--- src/hdl/mi3_pkg.sv ---
// Shared types and a fixed-point saturation helper for the 3x3 matrix inverse core.
package mi3_pkg;

	localparam int unsigned DATA_W = 32;
	localparam int unsigned NUM_ELEM = 9;
	localparam int unsigned TOL_W = 31;
	localparam logic [TOL_W-1:0] TOL_RESET = 31'd1;

	typedef logic signed [DATA_W-1:0] fx_t;
	typedef fx_t mat_t [NUM_ELEM];

	// Saturate a signed 34-bit sum or difference to 32 bits.
	function automatic fx_t sat34(input logic signed [33:0] v);
		fx_t r;
		if (v > 34'sh0_7FFF_FFFF) begin
			r = 32'sh7FFF_FFFF;
		end else if (v < -34'sh0_8000_0000) begin
			r = 32'sh8000_0000;
		end else begin
			r = v[31:0];
		end
		return r;
	endfunction

endpackage

--- src/hdl/mi3_mul.sv ---
// Registered Q-format multiply: round to nearest (ties up), saturate to 32 bits.
module mi3_mul #(
	parameter int FRAC_BITS = 16
) (
	input  logic        clk,
	input  logic        en,
	input  mi3_pkg::fx_t a,
	input  mi3_pkg::fx_t b,
	output mi3_pkg::fx_t p
);
	logic signed [63:0] prod_s1;
	logic signed [64:0] rnd;
	logic signed [64:0] shf;
	mi3_pkg::fx_t       res;

	// stage 1: raw product
	always_ff @(posedge clk) begin
		if (en) begin
			prod_s1 <= a * b;
		end
	end

	// round, arithmetic shift, saturate
	always_comb begin
		rnd = {prod_s1[63], prod_s1} + (65'sd1 <<< (FRAC_BITS - 1));
		shf = rnd >>> FRAC_BITS;
		if (shf > 65'sh0_7FFF_FFFF) begin
			res = 32'sh7FFF_FFFF;
		end else if (shf < -65'sh0_8000_0000) begin
			res = 32'sh8000_0000;
		end else begin
			res = shf[31:0];
		end
	end

	// stage 2: rounded result
	always_ff @(posedge clk) begin
		if (en) begin
			p <= res;
		end
	end
endmodule

--- config.mk ---
export PLATFORM = sky130hd
export DESIGN_NAME = mi3_mul
export DESIGN_NICKNAME = d
export VERILOG_FILES = /design/src/hdl/mi3_pkg.sv /design/src/hdl/mi3_mul.sv
export SDC_FILE = /design/constraint.sdc
export NUM_CORES = 2
export LEC_CHECK = 0
export ABC_AREA = 1
export BUFFER_PORTS_ARGS = -buffer_cell sky130_fd_sc_hd__buf_2
export CAP_MARGIN = 20
export CELL_PAD_IN_SITES_DETAIL_PLACEMENT = 1
export CELL_PAD_IN_SITES_GLOBAL_PLACEMENT = 2
export CORE_ASPECT_RATIO = 0.5
export CORE_UTILIZATION = 40
export CTS_CLUSTER_DIAMETER = 40
export DETAILED_ROUTE_END_ITERATION = 16
export PLACE_DENSITY_LB_ADDON = 0.05
export SKIP_LAST_GASP = 1
export SYNTH_ARGS = -nofsm -noshare
export SYNTH_HDL_FRONTEND = slang
export SYNTH_SLANG_ARGS = --single-unit
--- constraint.sdc ---
create_clock -name clk -period 13.9 [get_ports clk]
set_clock_uncertainty 0.1 [all_clocks]
set_input_delay 4.17 -clock clk [delete_from_list [all_inputs] [get_ports clk]]
set_output_delay 4.17 -clock clk [all_outputs]
set_load 0.03 [all_outputs]
* Yosys cells after proc, flatten, opt, wreduce, memory -nomap -nowiden *
Index checks and enable logic that the tools add are counted.

word-level totals
  flip-flop bits (word level) = 96
  word-level logic and storage cells = 7

cells by class
  add/subtract/negate cells = 1
  $mul = 1
  $lt $le $gt $ge = 2
  muxes and demuxes = 1

operators by type and width
  kind                                                                                number
  64-bit by 17-bit adder with 65-bit output (second input constant)                   1
  32-bit by 32-bit multiplier with 64-bit output                                      1
  49-bit by 32-bit greater-than comparator with 1-bit output (second input constant)  1
  49-bit by 32-bit < comparator with 1-bit output (second input constant)             1
  32-bit two-way mux                                                                  1

* Logic depth before layout (Yosys ltp) *
  depth in word-level cells = 3
  mapped depth = 33
  gate-level depth less buffers = 32

* Least setup slack after synthesis *
No wires, ideal clock.

  kind = in2reg
  start point = input a[31]
  end point = register prod_s1[52], data pin
  library setup time = 0.252 ns
  arrival = 10.821 ns
  slack = 2.726 ns
  stages on the path = 27
  buffers on the path = 1
  cells stage by stage = clkbuf_1 -> nand2_1 -> inv_1 -> fa_1 -> inv_1 -> fa_1 -> inv_1 -> fa_1 -> fa_1 -> inv_1 -> fa_1 -> inv_1 -> fa_1 -> inv_1 -> fa_1 -> inv_1 -> fa_1 -> ha_1 -> a21oi_1 -> inv_1 -> a31oi_1 -> o21ai_0 -> o21bai_1 -> a21oi_1 -> nand2_1 -> nand2_1 -> nand2_1

between the ends
  cells in the longest elaborated chain, start to end = 1

RTL lines
  element                                         RTL line       text
  from (decl)                                     mi3_mul.sv:7   input mi3_pkg::fx_t a,
  32-bit by 32-bit multiplier with 64-bit output  mi3_mul.sv:19  prod_s1 <= a * b;
  to (signal assigned)                            mi3_mul.sv:19
  to (decl)                                       mi3_mul.sv:11  logic signed [63:0] prod_s1;

Every way passes these cells.
A chain may end at the register's enable or synchronous reset.

* Worst setup path after layout *
  start point = input a[31]
  end point = register prod_s1[49], data pin

Same word-level chain as after synthesis.

==> results_dict.tcl <==
set metrics [dict create \
    cts_hold_buffers 0 \
    fp.dieArea_sq_um 106500 \
    synth_top_family_by_area "adder cells" \
    grt_max_degree 58 \
    h-tree-depth 3 \
    fmax_mhz 80.89 \
    ys_types 39 \
    synth.top_cell.area_share_pct 51.44 \
    wl_per_cell_um 23.94 \
    grtUsageTotal_pct 30.57 \
    final_common_cell "inv_1" \
    grt_overflow_total 0 \
    drc_errors 0 \
    synth_edf_count 81 \
    wl_um 158600 \
    synthArstFlopShare_pct 0 \
    startpoint_type "input pin" \
    cap_violations 0 \
    numPortBuffers 97 \
    synth_seq_cells 81 \
    numClockSinks 81 \
    max_slew_margin_pct 27.33 \
    critPathMostFrequentCell "fa_1" \
    ys.flop_type "edfxtp_1" \
    syn-num-nets 6574 \
    die_h_um 231.3 \
    grt_pass1_vias 36835 \
    drt_pass1_iterations 7 \
    worstPathRequired_ns 13.95 \
    synth_compound_area_share_pct 2.519 \
    drt-vias-per-instance 5.003 \
    cts_resized 0 \
    dr_wl_met2_um 71270 \
    area_delta_synth_final_pct 5.288 \
    drt-met1-wl_um 75200 \
    ctsLongestPathBuffers 2 \
    met3_length_um 9273 \
    cts_setup_buffers 0 \
    worstPathCellList "buf_2 -> nand2_1 -> inv_1 -> fa_1 -> fa_1 -> fa_1 -> fa_1 -> inv_1 -> fa_1 -> inv_1 -> fa_1 -> fa_1 -> fa_1 -> ha_1 -> nand2_1 -> nand2_1 -> a31oi_1 -> o21ai_0 -> a21oi_1 -> xor2_1" \
    path_max_fanout 32 \
    highest_layer "met5" \
    synth_area_sq_um 42070 \
    synthAdderAreaFrac_pct 56.83 \
    fp.dieW_um 460.6 \
    clock_latency_ns 0.36 \
    ctsRootBufferMaster "clkbuf_16" \
    synth_area_leaders "fa_1 (51%), inv_1 (15%), nand2_1 (13%), edfxtp_1 (5.8%), ha_1 (5.4%)" \
    arrival_ns 12.41 \
    syn_inst 5246 \
    setup_tns_ns 0 \
    drt_iter0_drc 2219 \
    avgSynthCellArea_sq_um 8.019 \
    setup_viol 0 \
    cts_buffers 9 \
    cts.clk_slew.worst_paths_ns 0.06 \
    cp_top_family "adder cells" \
    synth_simple_gate_area_share_pct 16.49 \
    drive_gt1_share_pct 3.734 \
    status "finished clean" \
    fin_crit_ns 12.36 \
    crit_buf_inv 4 \
    io_pins 98 \
    most-common-layout-cells "inv_1 (1663), nand2_1 (1408), fa_1 (1081), nor2_1 (246), ha_1 (181)" \
    path_class "in2reg" \
    cts_tree "built" \
    r2r_slack_ns 10.77 \
    yosysWarnings 0 \
    yosys.area.top_type "fa_1" \
    hpwlAfterDp_um 133900 \
    design.core.area_sq_um 103400 \
    antenna_found_initial 5 \
    synthXorXnorAreaFrac_pct 1.686 \
    cp-end-kind "register" \
    final_nets 6546 \
    worst_slew_pin_slew_ns 1.090 \
    hp-class "reg2reg" \
    slew_violations 0 \
    cpPeakStageDelay_ns 0.96 \
    routabilityCongestion 0.9751 \
    cp_slowest_cell "fa_1" \
    timing_hold_violations_final 0 \
    num_vias 33156 \
    fin_crit_sh_pct 88.94 \
    synth.yosys.seq_area_share_pct 5.782 \
    initial_core_util_pct 40.67 \
    ant_nets 0 \
    n_fill_cell 12622 \
    row_count 83 \
    rsz0062_at_grt "no" \
    yosys-mux-area-fraction_pct 0 \
    grt_pass1_wl_um 238400 \
]
metrics by stage:
| stage | area (sq um) | hold WS (ns) | worst slack (ns) | instances | util [%] |
|---|---|---|---|---|---|
| after global routing | 44290 | 0.6480 | 1.125 | 6627 | 42.82 |
| after global placement | 43990 | 0.5928 | 1.216 | 6608 | 42.53 |
| after floorplan | 42070 | 0.5124 | 2.726 | 5246 | - |
| after CTS | 44260 | 0.6130 | 1.551 | 6623 | 42.79 |
| final | 44290 | 0.6198 | 1.538 | 6627 | 42.82 |
| after detailed placement | 43990 | 0.6035 | 1.167 | 6608 | 42.53 |
worst register-to-register path, stage by stage (launching register included):
cell      delay (ns)
edfxtp_1        0.48
ha_1            0.38
nand2_2         0.14
nor2_8          0.19
nand2_4         0.12
inv_1           0.13
nand4_1         0.10
nand2_1         0.12
nand3_1         0.17
nor3_2          0.20
nand3_1         0.09
nand2_1         0.35
buf_16          0.21
nand2_1         0.09
final cells by class:
type	instances	area (sq um)	area share (%)
flip-flops and latches	81	2432	5.492
diodes	3	7.507	0.01695
clock buffers	9	225.2	0.5085
clock inverters	6	41.29	0.09322
inverters	1664	6246	14.10
repair buffers	159	973.4	2.198
multi-input cells	3303	32610	73.63
well taps	1402	1754	3.961
cells by family (layout without fill, tap and decap cells):
group                      Yosys count  count (layout)
AOI/OAI and AO/OA                  185             185
xor gates and xnor gates            81              81
adders and majority gates         1262            1262
buffers and inverters             1862            1838
DFF                                 81              81
other                                0               3
and+or+nand+nor                   1775            1775
path summary, 6_finish.rpt:
check                        start  depth (start not counted)               endpoint
max                          a[31]                         20  prod_s1[49]$_DFFE_PP_
min          prod_s1[63]$_DFFE_PP_                          2    p[31]$_SDFFCE_PN0P_
max reg2reg  prod_s1[15]$_DFFE_PP_                         13    p[30]$_SDFFCE_PN1P_
min reg2reg  prod_s1[63]$_DFFE_PP_                          2    p[31]$_SDFFCE_PN0P_
per-layer routing:
metal  vias to the layer above  track usage (%)
met4                         2            5.865
met3                       132            3.225
li1                      14472                -
met5                         -                0
met2                       948            48.39
met1                     17602            45.49
synthesized netlist by cell type (2+ instances only):
| master | instances |
|---|---|
| and3_1 | 4 |
| nor4_1 | 3 |
| nor2_4 | 4 |
| o21ai_0 | 46 |
| nand2_2 | 3 |
| o211ai_1 | 7 |
| xor2_1 | 58 |
| xnor2_1 | 23 |
| nand3b_1 | 3 |
| nor3_1 | 8 |
| a21o_1 | 8 |
| buf_6 | 3 |
| nand2_1 | 1408 |
| edfxtp_1 | 81 |
| fa_1 | 1081 |
| nor2_2 | 3 |
| buf_4 | 3 |
| a31oi_1 | 10 |
| nand2_4 | 2 |
| nor2_1 | 246 |
| a21oi_1 | 83 |
| o21bai_1 | 14 |
| a31o_2 | 2 |
| o21a_1 | 5 |
| nand4_1 | 24 |
| nand3_1 | 59 |
| or2_2 | 4 |
| a21boi_0 | 6 |
| inv_1 | 1663 |
| clkbuf_1 | 192 |
| ha_1 | 181 |
| o221ai_1 | 2 |
state kept, by name, indices dropped and copies added, names as in the netlist:
name	cells
prod_s1	49
p	32
Power is not shown: default switching activity piles up to over one toggle a cycle in this logic, so the estimate is an artifact.
