===== config.mk =====
export PLATFORM = sky130hd
export DESIGN_NAME = mi3_recip
export DESIGN_NICKNAME = d
export VERILOG_FILES = /design/src/hdl/mi3_pkg.sv /design/src/hdl/mi3_recip.sv
export SDC_FILE = /design/constraint.sdc
export NUM_CORES = 2
export LEC_CHECK = 0
export BUFFER_PORTS_ARGS = -buffer_cell sky130_fd_sc_hd__buf_4
export CAP_MARGIN = 30
export CORE_MARGIN = 1.5
export CORE_UTILIZATION = 40
export DETAILED_ROUTE_END_ITERATION = 10
export RECOVER_POWER = 100
export SLEW_MARGIN = 10
export SYNTH_ARGS = -nofsm -noshare
export SYNTH_HDL_FRONTEND = slang
export SYNTH_SLANG_ARGS = --single-unit

===== constraint.sdc =====
create_clock -name clk -period 11.1 [get_ports clk]
set_clock_uncertainty 0.2 [all_clocks]
set_input_delay 1.11 -clock clk [delete_from_list [all_inputs] [get_ports clk]]
set_output_delay 1.11 -clock clk [all_outputs]
set_load 0.005 [all_outputs]

===== src/hdl/mi3_pkg.sv =====
// Shared types and a fixed-point saturation helper for the 3x3 matrix inverse core.
package mi3_pkg;

	localparam int unsigned DATA_W = 32;
	localparam int unsigned NUM_ELEM = 9;
	localparam int unsigned TOL_W = 31;
	localparam logic [TOL_W-1:0] TOL_RESET = 31'd1;

	typedef logic signed [DATA_W-1:0] fx_t;
	typedef fx_t mat_t [NUM_ELEM];

	// Saturate a signed 34-bit sum or difference to 32 bits.
	function automatic fx_t sat34(input logic signed [33:0] v);
		fx_t r;
		if (v > 34'sh0_7FFF_FFFF) begin
			r = 32'sh7FFF_FFFF;
		end else if (v < -34'sh0_8000_0000) begin
			r = 32'sh8000_0000;
		end else begin
			r = v[31:0];
		end
		return r;
	endfunction

endpackage


===== src/hdl/mi3_recip.sv =====
// Pipelined reciprocal 2^(2F)/|det|: one quotient bit per stage, then signed saturate.
module mi3_recip #(
	parameter int FRAC_BITS = 16
) (
	input  logic         clk,
	input  logic         en,
	input  logic [31:0]  mag,
	input  logic         neg,
	output mi3_pkg::fx_t recip
);
	localparam int NUM_W = 2 * FRAC_BITS + 1;

	logic [NUM_W-1:0] num_q [NUM_W+1];
	logic [NUM_W-1:0] quo_q [NUM_W+1];
	logic [32:0]      rem_q [NUM_W+1];
	logic [31:0]      div_q [NUM_W+1];
	logic             neg_q [NUM_W+1];

	always_comb begin
		num_q[0] = NUM_W'(1) << (2 * FRAC_BITS);
		quo_q[0] = '0;
		rem_q[0] = '0;
		div_q[0] = mag;
		neg_q[0] = neg;
	end

	// restoring division, one bit per stage
	for (genvar i = 0; i < NUM_W; i++) begin : g_stage
		logic [33:0] trial;
		logic [32:0] shifted;
		always_comb begin
			shifted = {rem_q[i][31:0], num_q[i][NUM_W-1-i]};
			trial = {1'b0, shifted} - {2'b00, div_q[i]};
		end
		always_ff @(posedge clk) begin
			if (en) begin
				num_q[i+1] <= num_q[i];
				div_q[i+1] <= div_q[i];
				neg_q[i+1] <= neg_q[i];
				if (!trial[33]) begin
					rem_q[i+1] <= trial[32:0];
					quo_q[i+1] <= quo_q[i] | (NUM_W'(1) << (NUM_W - 1 - i));
				end else begin
					rem_q[i+1] <= shifted;
					quo_q[i+1] <= quo_q[i];
				end
			end
		end
	end

	// signed saturation of the quotient, compared at 64 bits
	logic [63:0] q;
	assign q = 64'(quo_q[NUM_W]);
	always_ff @(posedge clk) begin
		if (en) begin
			if (!neg_q[NUM_W]) begin
				recip <= (q > 64'h0000_0000_7FFF_FFFF) ? 32'sh7FFF_FFFF : q[31:0];
			end else begin
				recip <= (q > 64'h0000_0000_8000_0000) ? 32'sh8000_0000 : -q[31:0];
			end
		end
	end
endmodule


-- After elaboration in Yosys (flattened, before gate mapping)
Index checks and enable logic that the tools add are counted.
- bits in registers: 3202
- input port bits: 35
- output and inout port bits: 32
- logic and storage cells: 265
- $add $sub $neg: 34
- order comparisons: 2
- muxes and demuxes: 35
- operators with widths (kind ; count):
    32-bit 2-to-1 mux ; 34
    33-bit by 32-bit subtractor with 34-bit output ; 32
    33-bit by 31-bit greater-than comparator with 1-bit output, second input constant ; 1
    33-bit by 32-bit greater-than comparator with 1-bit output, second input constant ; 1
    33-bit 2-to-1 mux ; 1
    1-bit by 32-bit subtractor with 33-bit output, first input constant ; 1
    32-bit negator ; 1

-- Depth between registers and ports, before layout
- word-level depth: 3
- gate-level depth with buffers: 15
- depth with buffers taken out: 12

-- Worst setup path before layout
Ideal clock, no wire load.
- path type: register to register
- start: register div_q[321] (netlist name)
- end: register rem_q (netlist bit g_stage[24].shifted[10]) (data pin)
- data arrival time: 3.158 ns
- data required time: 10.638 ns
- setup slack: 7.480 ns
- stages on the path, launching flop included: 14
- buffers on the path: 1
- clock period less this slack: 3.620 ns
- cells stage by stage: edfxtp_1 > inv_1 > ha_1 > nor2b_1 > o31ai_2 > a31o_1 > a21oi_1 > o21a_1 > a221o_1 > a21oi_2 > o21ai_2 > a2111oi_4 > buf_4 > mux2_1
- longest elaborated chain between the ends: 2
- RTL lines (element ; RTL line ; text):
    from (decl) ; mi3_recip.sv:16 ; logic [31:0] div_q [NUM_W+1];
    from (signal, indexed assignment) ; mi3_recip.sv:38 ; div_q[i+1] <= div_q[i];
    33-bit by 32-bit subtractor with 34-bit output ; mi3_recip.sv:33 ; trial = {1'b0, shifted} - {2'b00, div_q[i]};
    32-bit 2-to-1 mux ; mi3_recip.sv:40 ; if (!trial[33]) begin
    to (signal, indexed assignment) ; mi3_recip.sv:41 ; rem_q[i+1] <= trial[32:0];
    to (signal, indexed assignment) ; mi3_recip.sv:44 ; rem_q[i+1] <= shifted;
    to (decl) ; mi3_recip.sv:15 ; logic [32:0] rem_q [NUM_W+1];
No other way between the ends.
A chain may end at the register's enable or synchronous reset.

-- Final worst setup path
- start: input port en
- end: register rem_q (netlist bit g_stage[22].shifted[4]), enable pin
- RTL lines (element ; RTL line ; text):
    from (decl) ; mi3_recip.sv:6 ; input logic en,
No word-level cell between the ends.

==> metrics.cfg <==
[run_status]
status = complete, but fails checks
failed_checks = max-capacitance violations, max-slew violations

[global_routing]
overflow = 0
grt_max_degree = 161
antenna_found_initial = 5
grt_pass1_vias = 95700
grt_pass1_wl_um = 454000
grt_usage_pct = 15.1

[synthesis]
ys_warn_count = 0
synthArstFlopShare_pct = 0
synth_fa_ha_area_share_pct = 9.05
synthMuxAreaShare_pct = 4.14
ys_ff_latch = 2674
synth_area_per_cell_um2 = 11.7
synth_xor_area_share_pct = 4.97
synth-simple-area-share_pct = 8.11
synth_cells = 12300
ys.flop_type = edfxtp_1
yosysTopAreaCellShare_pct = 55.6
synthDistinctLibCells = 100
synth_top_family_by_area = compound AO/OA/AOI/OAI gates
synth-compound-area-share_pct = 14.1
synth_edf_count = 2674
synth_area_um2 = 144000
synthTopCellsByArea = edfxtp_1 (56%), ha_1 (8.6%), mux2_2 (3.8%)
yosys.area.top_type = edfxtp_1
synth-seq-area-share_pct = 55.6

[placement]
dp_hpwl_um = 207000
dpl_cell_area_um2 = 151000
globalplace.congestion = 0.903
numPortBuffers = 66

[worst_setup_path]
start_kind = input pin
r2r-start = div_q[257]
arrival_ns = 7.57
path_cells = buf_16, buf_12, clkdlybuf4s25_1
critical-path-max-stage-delay_ns = 5.01
worstPathBufferInverterCount = 3
reg2reg_slack_ns = 4.65
crit_family = buffers and inverters
startpoint = en
timing.rr.end = g_stage[26].shifted[3]
cp-end-kind = flop
worst-r2r-cell-count = 12
critPathMaxFanout = 155
crit_cells = 3
crit_type = in2reg
cp.required_ns = 11.20
critPathSlowestCell = clkdlybuf4s25_1

[clock_tree]
cts_hold_buf = 0
cts_inserted_buffers = 304
cts_tree = yes
cts_resized = 0
clock_path_buffers = 4
clkSinkCount = 2674
cts_root_buffer = clkbuf_16
clk-insertion-delay-late_ns = 0.95
htreeDepth = 5
clkTransAtPathRegs_ns = 0.06
cts_setup_buffers = 0

[sta]
finalSetupViolations = 0
tns_ns = 0
hold_ws_ns = 0.173
finalMaxSlewViolations = 2539
period_share_pct = 67.3
min_period_ns = 7.47
worst_pin_slew_ns = 7.08
slew_headroom_pct = -372
max_freq_mhz = 134
finalHoldViolCount = 0
rsz0062_at_grt = no

[route]
dr.pass1.iters = 6
first_iter_violations = 4022
vias = 91500
detail_route.drc_violations = 0
drtAntennaViolNets = 0
drt-total-wl_um = 282000
vias_per_cell = 5.22
wl_per_cell_um = 16.1

[pwr]
power_frac_comb_pct = 44.6
p_per_area_nw_per_um2 = 289
switchingPower_w = 0.0167
p_seq_share_pct = 34.8
internal_power_w = 0.0295
vdd_drop_max_uv = 136
p_clk_share_pct = 20.6
swShare_pct = 36.1
leakagePower_nw = 63.6

[floorplan]
ioPinCount = 67
die_w_um = 604
start_util_pct = 40.2
fp.coreArea_um2 = 359000
fp.dieArea_um2 = 365000
die_h_um = 604
rows = 220

[finish]
syn_to_final_growth_pct = 10.6
fin_area_um2 = 160000
drive_gt1_share_pct = 8.10
layout.nets = 13600
final_core_util_pct = 44.5

[hold_path]
worstHoldStart = quo_q[682]
hp-class = reg2reg
hold_end = quo_q[649]
holdPathStages = 0

[job]
max-cap-violations = 45

worst reg2reg max path: stages (launching register included):
cell	delay, ns
edfxtp_1	0.39
inv_1	0.12
ha_1	0.23
nor2b_1	0.14
o2111ai_1	0.29
a21oi_1	0.17
o21a_1	0.33
o31a_1	0.40
o31ai_1	0.52
o21ai_0	0.32
a41oi_1	1.12
nand2_1	1.22
mux2_1	0.74
placed cells by master (no fill, tap or decap), types with 100 or more instances in the layout:
cell type / instances
o21ai_0: 714
a21o_1: 475
nand2b_1: 121
nand4_1: 120
mux2_2: 480
o21a_1: 102
a21oi_1: 1067
nand3_1: 176
xor2_1: 334
nor3_1: 118
edfxtp_1: 2674
clkbuf_1: 162
a31oi_1: 125
inv_1: 1244
xnor2_1: 485
nand2_1: 814
nor2b_1: 100
o21bai_1: 123
ha_1: 995
nor2_1: 740
clkbuf_16: 308
synth_stat cells (26+ instances only):
| master | n |
|---|---|
| a2111oi_0 | 26 |
| a211o_1 | 31 |
| a211oi_1 | 86 |
| a21boi_0 | 53 |
| a21o_1 | 475 |
| a21oi_1 | 1064 |
| a31oi_1 | 125 |
| and2_1 | 75 |
| and3_1 | 78 |
| buf_2 | 60 |
| clkbuf_1 | 220 |
| edfxtp_1 | 2674 |
| fa_1 | 31 |
| ha_1 | 995 |
| inv_1 | 1244 |
| mux2_1 | 32 |
| mux2_2 | 485 |
| nand2_1 | 813 |
| nand2b_1 | 121 |
| nand3_1 | 176 |
| nand4_1 | 120 |
| nor2_1 | 740 |
| nor2b_1 | 100 |
| nor3_1 | 118 |
| nor4_1 | 29 |
| o211ai_1 | 45 |
| o21a_1 | 102 |
| o21ai_0 | 699 |
| o21bai_1 | 124 |
| o311ai_0 | 28 |
| o31a_1 | 27 |
| o31ai_1 | 58 |
| or2_2 | 26 |
| or3_1 | 39 |
| xnor2_1 | 485 |
| xor2_1 | 334 |
layout make-up:
class,count,area [um^2]
Antenna cell,2,5.00
Multi-Input combinational cell,8147,58400
Sequential cell,2674,80300
Clock buffer,390,8020
Clock inverter,164,1440
Inverter,1245,4670
Tap cell,4773,5970
Timing Repair Buffer,144,925
Fill cell,32900,200000
power groups by stage:
stage                     logic, W  registers [W]  clock network (W)
after floorplan             0.0161         0.0158                  0
final                       0.0206         0.0161            0.00952
after CTS                   0.0207         0.0160            0.00982
after detailed placement    0.0205         0.0162                  0
after global placement      0.0203         0.0162                  0
after global routing        0.0230         0.0164             0.0102
registers in the layout, summed over array words and instances (netlist names):
signal / count
quo_q: 528
q: 33
g_stage.shifted: 1024
neg_q: 33
div_q: 1024
recip: 32
cell families after synthesis:
family	after synthesis
XOR/XNOR	819
adder cells (fa/ha/maj)	1026
AND/OR/NAND/NOR	2520
other	1
flip-flops	2674
buffers and inverters	1534
multiplexers	532
AO/OA/AOI/OAI	3235
worst max path at each step:
stage	end	slack, ns
2_1_floorplan	g_stage[24].shifted[10]	7.48
3_3_place_gp	g_stage[26].shifted[3]	5.95
3_5_place_dp	g_stage[26].shifted[3]	5.95
4_1_cts	g_stage[26].shifted[12]	5.94
5_1_grt	div_q[547]	2.89
6_report	g_stage[22].shifted[4]	3.63
metrics by stage:
stage	cells	setup slack, ns	power, W
2_1_floorplan	12400	7.48	0.0319
3_3_place_gp	17000	5.95	0.0365
3_5_place_dp	17000	5.95	0.0368
4_1_cts	17500	5.94	0.0465
5_1_grt	17500	2.89	0.0495
6_report	17500	3.63	0.0462
per-layer routing:
| layer | global-route usage, % | up-vias | part of all wire (%) |
|---|---|---|---|
| met5 | 0 | - | 0 |
| met4 | 9.00 | 0 | 6.2 |
| met3 | 1.65 | 930 | 2.5 |
| met2 | 31.9 | 1484 | 57 |
| met1 | 13.2 | 43400 | 34 |
| li1 | - | 45800 | - |
No activity file was read; power rests on OpenSTA's default activity.
